$ cat config.mk
export PLATFORM = sky130hd
export DESIGN_NAME = ber_style_tlv_primitive_encoder_core
export DESIGN_NICKNAME = d
export VERILOG_FILES = /design/src/rtl/bertlv_pkg.sv /design/src/rtl/ber_style_tlv_primitive_encoder_core.sv /design/src/rtl/bertlv_front.sv /design/src/rtl/bertlv_queue.sv /design/src/rtl/bertlv_back.sv
export VERILOG_INCLUDE_DIRS = /design/src /design/src/rtl
export SDC_FILE = /design/constraint.sdc
export NUM_CORES = 1
export LEC_CHECK = 0
export BUFFER_PORTS_ARGS = -buffer_cell sky130_fd_sc_hd__buf_2
export CELL_PAD_IN_SITES_DETAIL_PLACEMENT = 1
export CELL_PAD_IN_SITES_GLOBAL_PLACEMENT = 2
export CORE_MARGIN = 2
export CORE_UTILIZATION = 42
export CTS_CLUSTER_DIAMETER = 60
export DETAILED_ROUTE_END_ITERATION = 6
export HOLD_SLACK_MARGIN = 0.12
export PLACE_DENSITY_LB_ADDON = 0.05
export SYNTH_ARGS = -nofsm -noshare
export SYNTH_HDL_FRONTEND = slang
export SYNTH_SLANG_ARGS = --single-unit
$ cat constraint.sdc
create_clock -name clk -period 7.9 [get_ports clk]
set_input_delay 1.185 -clock clk [delete_from_list [all_inputs] [get_ports clk]]
set_output_delay 1.185 -clock clk [all_outputs]
set_load 0.05 [all_outputs]
$ cat src/rtl/ber_style_tlv_primitive_encoder_core_assert.svh
// Assertion macros shared by the TLV encoder RTL.
// Included by modules that carry concurrent checks; needs a clk and rst in scope.
`ifndef BER_STYLE_TLV_PRIMITIVE_ENCODER_CORE_ASSERT_SVH
`define BER_STYLE_TLV_PRIMITIVE_ENCODER_CORE_ASSERT_SVH

// Check sampled on clk, masked while rst is high.
`define BERTLV_ASSERT(label, prop, msg) \
  label: assert property (@(posedge clk) disable iff (rst) (prop)) else $error(msg);

// Check sampled on clk, also active during reset.
`define BERTLV_ASSERT_ALWAYS(label, prop, msg) \
  label: assert property (@(posedge clk) (prop)) else $error(msg);

`endif

$ cat src/rtl/bertlv_pkg.sv
// Types and constants for the BER-style TLV primitive encoder.
// No dependencies; imported by every module of the block.
package bertlv_pkg;

  localparam int unsigned MaxBytes = 10;
  localparam int unsigned CountW   = 4;

  typedef enum logic [2:0] {
    MODE_BOOL     = 3'd0,
    MODE_INT      = 3'd1,
    MODE_F32      = 3'd2,
    MODE_F64      = 3'd3,
    MODE_STR_HDR  = 3'd4,
    MODE_STR_CHAR = 3'd5
  } mode_t;

  localparam logic [7:0] LEN_LONG1 = 8'h81;
  localparam logic [7:0] LEN_LONG2 = 8'h82;
  localparam logic [7:0] LEN_LONG3 = 8'h83;
  localparam logic [7:0] LEN_BOOL  = 8'h01;
  localparam logic [7:0] LEN_F32   = 8'h04;
  localparam logic [7:0] LEN_F64   = 8'h08;

  typedef struct packed {
    logic [2:0]  mode;
    logic [7:0]  tag;
    logic [63:0] data_value;
  } in_item_t;

  typedef struct packed {
    logic [7:0] out_byte;
    logic       last;
  } out_item_t;

  // One classified item: bytes in emission order from index 0.
  typedef struct packed {
    logic [MaxBytes-1:0][7:0] bytes;
    logic [CountW-1:0]        count;
  } job_t;

endpackage

$ cat src/rtl/ber_style_tlv_primitive_encoder_core.sv
// Channel   Direction  Transfer when          Payload
// item      in         push && !full         bertlv_pkg::in_item_t (mode, tag, data_value)
// result    out        pop && !empty         bertlv_pkg::out_item_t (out_byte, last)
//
// One result byte per cycle while pop is held and bytes are ready; an item has 1 to 10 bytes
// (a double has 10), emitted by the byte serializer in the back end.
// The front classifies in the accepting cycle; up to QDEPTH jobs wait in the
// queue, so push stays open, until the queue is full, while the back end drains or is stalled by pop.
// Reset (rst, synchronous) empties queue and serializer; no clearing pass.
// Modes 6 and 7 are accepted and dropped.
// Top level of the BER-style TLV primitive encoder; uses bertlv_pkg,
// bertlv_front, bertlv_queue and bertlv_back.
module ber_style_tlv_primitive_encoder_core #(
  parameter int unsigned QDEPTH = 2
) (
  input  logic                  clk,
  input  logic                  rst,
  input  logic                  push,
  output logic                  full,
  input  bertlv_pkg::in_item_t  item,
  output logic                  empty,
  input  logic                  pop,
  output bertlv_pkg::out_item_t result
);
  import bertlv_pkg::*;

  logic take;     // item transfer this cycle
  logic wr_en;    // classified job has bytes
  job_t wr_job;
  job_t rd_job;
  logic q_empty;
  logic q_rd;

  assign take = push && !full;

  // Classifier: builds the whole TLV frame in the accept cycle.
  bertlv_front u_front (
    .item  (item),
    .take  (take),
    .wr_en (wr_en),
    .job   (wr_job)
  );

  // Decouples acceptance from byte emission.
  bertlv_queue #(
    .DEPTH (QDEPTH)
  ) u_queue (
    .clk    (clk),
    .rst    (rst),
    .wr_en  (wr_en),
    .wr_job (wr_job),
    .full   (full),
    .rd_en  (q_rd),
    .rd_job (rd_job),
    .empty  (q_empty)
  );

  // Serializer: result comes straight from its registers.
  bertlv_back u_back (
    .clk     (clk),
    .rst     (rst),
    .job     (rd_job),
    .q_empty (q_empty),
    .q_rd    (q_rd),
    .result  (result),
    .empty   (empty),
    .pop     (pop)
  );

endmodule

$ cat src/rtl/bertlv_front.sv
// Front end: classifies an accepted item into a byte frame and count.
// Depends on bertlv_pkg.
module bertlv_front (
  input  bertlv_pkg::in_item_t item,
  input  logic                 take,
  output logic                 wr_en,
  output bertlv_pkg::job_t     job
);
  import bertlv_pkg::*;

  logic [31:0] ival;
  logic [2:0]  isize;
  logic [63:0] len;

  assign ival = item.data_value[31:0];
  assign len  = item.data_value;

  // Fewest two's-complement bytes: top bits uniform means a byte can go.
  always_comb begin
    if ((&ival[31:7]) || !(|ival[31:7])) begin
      isize = 3'd1;
    end else if ((&ival[31:15]) || !(|ival[31:15])) begin
      isize = 3'd2;
    end else if ((&ival[31:23]) || !(|ival[31:23])) begin
      isize = 3'd3;
    end else begin
      isize = 3'd4;
    end
  end

  always_comb begin
    job.bytes    = '0;
    job.count    = '0;
    job.bytes[0] = item.tag;
    unique case (item.mode)
      MODE_BOOL: begin
        job.bytes[1] = LEN_BOOL;
        job.bytes[2] = {7'd0, |item.data_value};
        job.count    = CountW'(3);
      end
      MODE_INT: begin
        job.bytes[1] = {5'd0, isize};
        job.count    = CountW'(2) + CountW'(isize);
        unique case (isize)
          3'd1: job.bytes[2] = ival[7:0];
          3'd2: begin
            job.bytes[2] = ival[15:8];
            job.bytes[3] = ival[7:0];
          end
          3'd3: begin
            job.bytes[2] = ival[23:16];
            job.bytes[3] = ival[15:8];
            job.bytes[4] = ival[7:0];
          end
          default: begin
            job.bytes[2] = ival[31:24];
            job.bytes[3] = ival[23:16];
            job.bytes[4] = ival[15:8];
            job.bytes[5] = ival[7:0];
          end
        endcase
      end
      MODE_F32: begin
        job.bytes[1] = LEN_F32;
        job.bytes[2] = item.data_value[31:24];
        job.bytes[3] = item.data_value[23:16];
        job.bytes[4] = item.data_value[15:8];
        job.bytes[5] = item.data_value[7:0];
        job.count    = CountW'(6);
      end
      MODE_F64: begin
        job.bytes[1] = LEN_F64;
        job.bytes[2] = item.data_value[63:56];
        job.bytes[3] = item.data_value[55:48];
        job.bytes[4] = item.data_value[47:40];
        job.bytes[5] = item.data_value[39:32];
        job.bytes[6] = item.data_value[31:24];
        job.bytes[7] = item.data_value[23:16];
        job.bytes[8] = item.data_value[15:8];
        job.bytes[9] = item.data_value[7:0];
        job.count    = CountW'(10);
      end
      MODE_STR_HDR: begin
        priority if (len < 64'h80) begin
          job.bytes[1] = len[7:0];
          job.count    = CountW'(2);
        end else if (len <= 64'hFF) begin
          job.bytes[1] = LEN_LONG1;
          job.bytes[2] = len[7:0];
          job.count    = CountW'(3);
        end else if (len <= 64'hFFFF) begin
          job.bytes[1] = LEN_LONG2;
          job.bytes[2] = len[15:8];
          job.bytes[3] = len[7:0];
          job.count    = CountW'(4);
        end else if (len <= 64'hFFFFFF) begin
          job.bytes[1] = LEN_LONG3;
          job.bytes[2] = len[23:16];
          job.bytes[3] = len[15:8];
          job.bytes[4] = len[7:0];
          job.count    = CountW'(5);
        end else begin
          // overlong length: tag alone
          job.count = CountW'(1);
        end
      end
      MODE_STR_CHAR: begin
        job.bytes[0] = item.data_value[7:0];
        job.count    = CountW'(1);
      end
      default: begin
        job.count = '0;   // unused modes make nothing
      end
    endcase
  end

  assign wr_en = take && (job.count != '0);

endmodule

$ cat src/rtl/bertlv_queue.sv
// Short job queue between front and back ends.
// Depends on bertlv_pkg and the assertion header.
module bertlv_queue #(
  parameter int unsigned DEPTH = 2
) (
  input  logic             clk,
  input  logic             rst,
  input  logic             wr_en,
  input  bertlv_pkg::job_t wr_job,
  output logic             full,
  input  logic             rd_en,
  output bertlv_pkg::job_t rd_job,
  output logic             empty
);
  import bertlv_pkg::*;
  `include "ber_style_tlv_primitive_encoder_core_assert.svh"

  localparam int unsigned PtrW = (DEPTH > 1) ? $clog2(DEPTH) : 1;
  localparam int unsigned CntW = $clog2(DEPTH + 1);

  job_t            store [DEPTH];
  logic [PtrW-1:0] wr_ptr;
  logic [PtrW-1:0] rd_ptr;
  logic [CntW-1:0] fill;

  assign full   = (fill == CntW'(DEPTH));
  assign empty  = (fill == '0);
  assign rd_job = store[rd_ptr];

  always_ff @(posedge clk) begin
    if (wr_en) begin
      store[wr_ptr] <= wr_job;
    end
  end

  always_ff @(posedge clk) begin
    if (rst) begin
      wr_ptr <= '0;
      rd_ptr <= '0;
      fill   <= '0;
    end else begin
      if (wr_en) begin
        wr_ptr <= (wr_ptr == PtrW'(DEPTH - 1)) ? '0 : wr_ptr + 1'b1;
      end
      if (rd_en) begin
        rd_ptr <= (rd_ptr == PtrW'(DEPTH - 1)) ? '0 : rd_ptr + 1'b1;
      end
      unique case ({wr_en, rd_en})
        2'b10:   fill <= fill + 1'b1;
        2'b01:   fill <= fill - 1'b1;
        default: fill <= fill;
      endcase
    end
  end

  `BERTLV_ASSERT(a_no_overflow, wr_en |-> !full, "queue written while full")
  `BERTLV_ASSERT(a_no_underflow, rd_en |-> !empty, "queue read while empty")
  `BERTLV_ASSERT(a_fill_range, fill <= CntW'(DEPTH), "queue fill out of range")

endmodule

$ cat src/rtl/bertlv_back.sv
// Back end: serializes one job a byte at a time into the result register.
// Depends on bertlv_pkg and the assertion header.
module bertlv_back (
  input  logic                  clk,
  input  logic                  rst,
  input  bertlv_pkg::job_t      job,
  input  logic                  q_empty,
  output logic                  q_rd,
  output bertlv_pkg::out_item_t result,
  output logic                  empty,
  input  logic                  pop
);
  import bertlv_pkg::*;
  `include "ber_style_tlv_primitive_encoder_core_assert.svh"

  logic [MaxBytes-1:0][7:0] bytes;
  logic [CountW-1:0]        rem;
  logic                     done;
  logic                     take;

  assign empty           = (rem == '0);
  assign take            = pop && !empty;
  assign done            = empty || (take && rem == CountW'(1));
  assign q_rd            = done && !q_empty;
  assign result.out_byte = bytes[0];
  assign result.last     = (rem == CountW'(1));

  always_ff @(posedge clk) begin
    if (q_rd) begin
      bytes <= job.bytes;
    end else if (take) begin
      bytes <= bytes >> 8;
    end
  end

  always_ff @(posedge clk) begin
    if (rst) begin
      rem <= '0;
    end else if (q_rd) begin
      rem <= job.count;
    end else if (take) begin
      rem <= rem - 1'b1;
    end
  end

  `BERTLV_ASSERT(a_rem_range, rem <= CountW'(MaxBytes), "byte count out of range")
  `BERTLV_ASSERT(a_drain, (take && result.last && q_empty) |=> empty,
                 "result left after final byte")
  `BERTLV_ASSERT(a_load_nonzero, q_rd |=> !empty, "empty job loaded")

endmodule

==> results.cfg <==
[status]
status = complete, no violations

[sta]
drv_slew = 0
hold_violations = 0
period_share = 0.453
fin_ws_ns = 4.32
finalSetupTns_ns = 0
slew_headroom = 0.358
setup_violations = 0
rsz0062_at_grt = false
period_needed_ns = 3.58
clock.fmax_ghz = 0.279
fin_skew_ns = 0.0101
worst_pin_slew_ns = 0.963

[synthesis]
syn_nets = 942
synth-edff-count = 248
yosysUniqueCellTypes = 62
syn-cell-area_mm2 = 0.0114
netlist_instances = 860
ys_warn_count = 0
post_synth.cell_area_avg_um2 = 13.3
synthArstFlopShare = 0
synth_flop_cell = edfxtp_1
yosysTopAreaCell = edfxtp_1
synth-seq-area-share = 0.667
netlist_top_cells_area = edfxtp_1 (65%), mux2i_1 (7.3%), nand2_1 (4.0%), o21ai_0 (3.9%), and2_1 (2.0%)
yosys_register_bits = 257
netlist_top_cells_count = edfxtp_1 (248), nand2_1 (121), o21ai_0 (89)
yosysMostFrequentCell = edfxtp_1
synth_top_area_share = 0.651

[final_layout]
multi_input_area_mm2 = 0.00356
finish.utilization = 0.485
nets = 1013
seq_area_mm2 = 0.00763
design_area_mm2 = 0.0130
layout-drive-gt1-share = 0.179
fillers = 2734
antenna_cells = 0
area_growth_pct = 14.0

[cts]
cts_hold_buf = 0
clkLatencyLatePin_ns = 0.55
clk_path_buf_depth = 3
clk_pin_slew_ns = 0.06
h-tree-depth = 1
cts_buffers = 29
cts_num_sinks = 257
cts_root_buf = clkbuf_16
cts_tree = yes
cts_setup_buffers = 0
cts.repair.resized = 0

[worst_setup_path]
rr_worst_depth = 10
crit_type = input port to flop
crit_path_end_kind = flop
cp.arrival_ns = 3.84
cp-start-kind = input port
critical_path.max_stage_delay_ns = 0.77
r2r-end = u_queue.fill[1]
regToRegSetupSlack_ns = 4.45
slowest_stage = nor3_1
crit_fanout = 27
path_cells = buf_2 -> nand2_1 -> nor3_1 -> o31ai_1 -> nor2b_2 -> buf_4 -> a221oi_1 -> nand3_1
r2r-start = u_back.rem[1]
cp.required_ns = 8.16

[global_route]
grt_pass1_vias = 7908
grt_max_degree = 82
grt_pass1_wl_um = 50100
grt.overflow.total = 0
antenna_found_initial = 1
grtUsageTotal = 0.236

[min_path]
min_to = u_back.result[6]
hold_path.class = flop to flop
min_from = u_back.bytes[13]
min_path_cells = 2

[power]
power.density_mw_per_mm2 = 353
peakVddDrop_v = 0.000209
cellLeakagePower_uw = 0.00453

[die]
die_x_um = 169
num_rows = 60
die_y_um = 169
io_pins = 90
core_area_mm2 = 0.0269
dieArea_mm2 = 0.0286
start_util = 0.426

[routing]
wl_per_cell_um = 25.7
drt-initial-drc-count = 557
wirelength_um = 33300
dr.pass1.iters = 5
vias = 7442
drc_errors = 0
ant_nets = 0
viasPerCell = 5.75

[placement]
dpl.hpwl_um = 22100
port_buffers = 89
placed_area_mm2 = 0.0122
preCtsSetupSlack_ns = 3.80
globalplace.congestion = 0.918

[job]
drv_cap = 0
[cells in the final DEF (no fill, tap or decap), drive strengths merged, types with 4 or more instances in the layout]
cell type  synthesis  routed
mux2i             83      83
mux2               8       8
nor4              16      16
a221o              9       9
dfxtp              9       9
a22oi             20      20
nand2b             5       5
nor2              37      37
o21ai             90      90
and2              36      36
nand3             12      12
a32oi              7       7
nand4              8       8
or4                4       4
clkbuf            34      35
buf               25      99
a21oi              6       6
nand2            121     121
clkinv             1      16
a22o              16      16
inv                5       7
xnor2              4       4
edfxtp           248     248
nor3              13      13
[worst max path at each step]
stage,startpoint,endpoint,slack [ns]
after detailed placement,item[23],u_queue.store[0][21],3.80
after global routing,u_back.rem[1],u_queue.fill[1],4.19
after global placement,item[23],u_queue.store[0][21],3.74
final,item[23],u_queue.store[1][21],4.32
after floorplan,item[74],u_queue.store[0][0],2.07
after CTS,item[23],u_queue.store[0][21],4.37
[layer usage]
metal | share of wire | vias up | track usage
li1 | - | 3411 | -
met1 | 0.45 | 3778 | 0.324
met2 | 0.47 | 204 | 0.391
met3 | 0.053 | 49 | 0.0440
met4 | 0.026 | 0 | 0.0580
met5 | 0 | - | 0
[worst max-delay path: cells and delay by family]
| kind | cells | cell delay [ns] |
|---|---|---|
| buf+inv | 2 | 0.55 |
| simple gates | 4 | 1.34 |
| compound gates | 2 | 0.74 |
[kinds of logic (layout without fill, tap and decap cells)]
logic type                 Yosys count  count (layout)  synth area share
AOI/OAI and AO/OA                  173             173            0.0998
xor gates and xnor gates             6               6           0.00459
muxes                               91              91            0.0805
buffers and inverters               65             159            0.0260
adders and majority gates            3               3           0.00328
DFF                                257             257             0.667
and+or+nand+nor                    265             265             0.119
[where the power goes]
group          internal, uW  leakage, uW  switching [uW]
combinational           303      0.00166             841
clock                   709     0.000434             541
sequential             2050      0.00244             152
[state kept, by name, indices dropped and copies added, names as in the netlist, named ones only]
name and cells:
u_queue.rd_ptr 1, u_queue.wr_ptr 1, u_queue.fill 2, u_back.result 8, u_queue.store 168, u_back.rem 4, u_back.bytes 72
[per-stage QoR]
stage	power (uW)	cells	hold slack (ns)
4_1_cts	4650	1295	0.526
6_report	4600	1295	0.525
3_3_place_gp	3340	1241	0.502
3_5_place_dp	3390	1241	0.510
5_1_grt	4840	1295	0.558
2_1_floorplan	2990	860	0.467
[cell type report]
class	instances	area share
flip-flops and latches	257	0.585
clock buffers	35	0.0574
clock inverters	19	0.0102
inverters	6	0.00173
repair buffers	99	0.0399
multi-input cells	538	0.273
well taps	341	0.0327
Note: power is estimated with default switching activity, not from simulation.
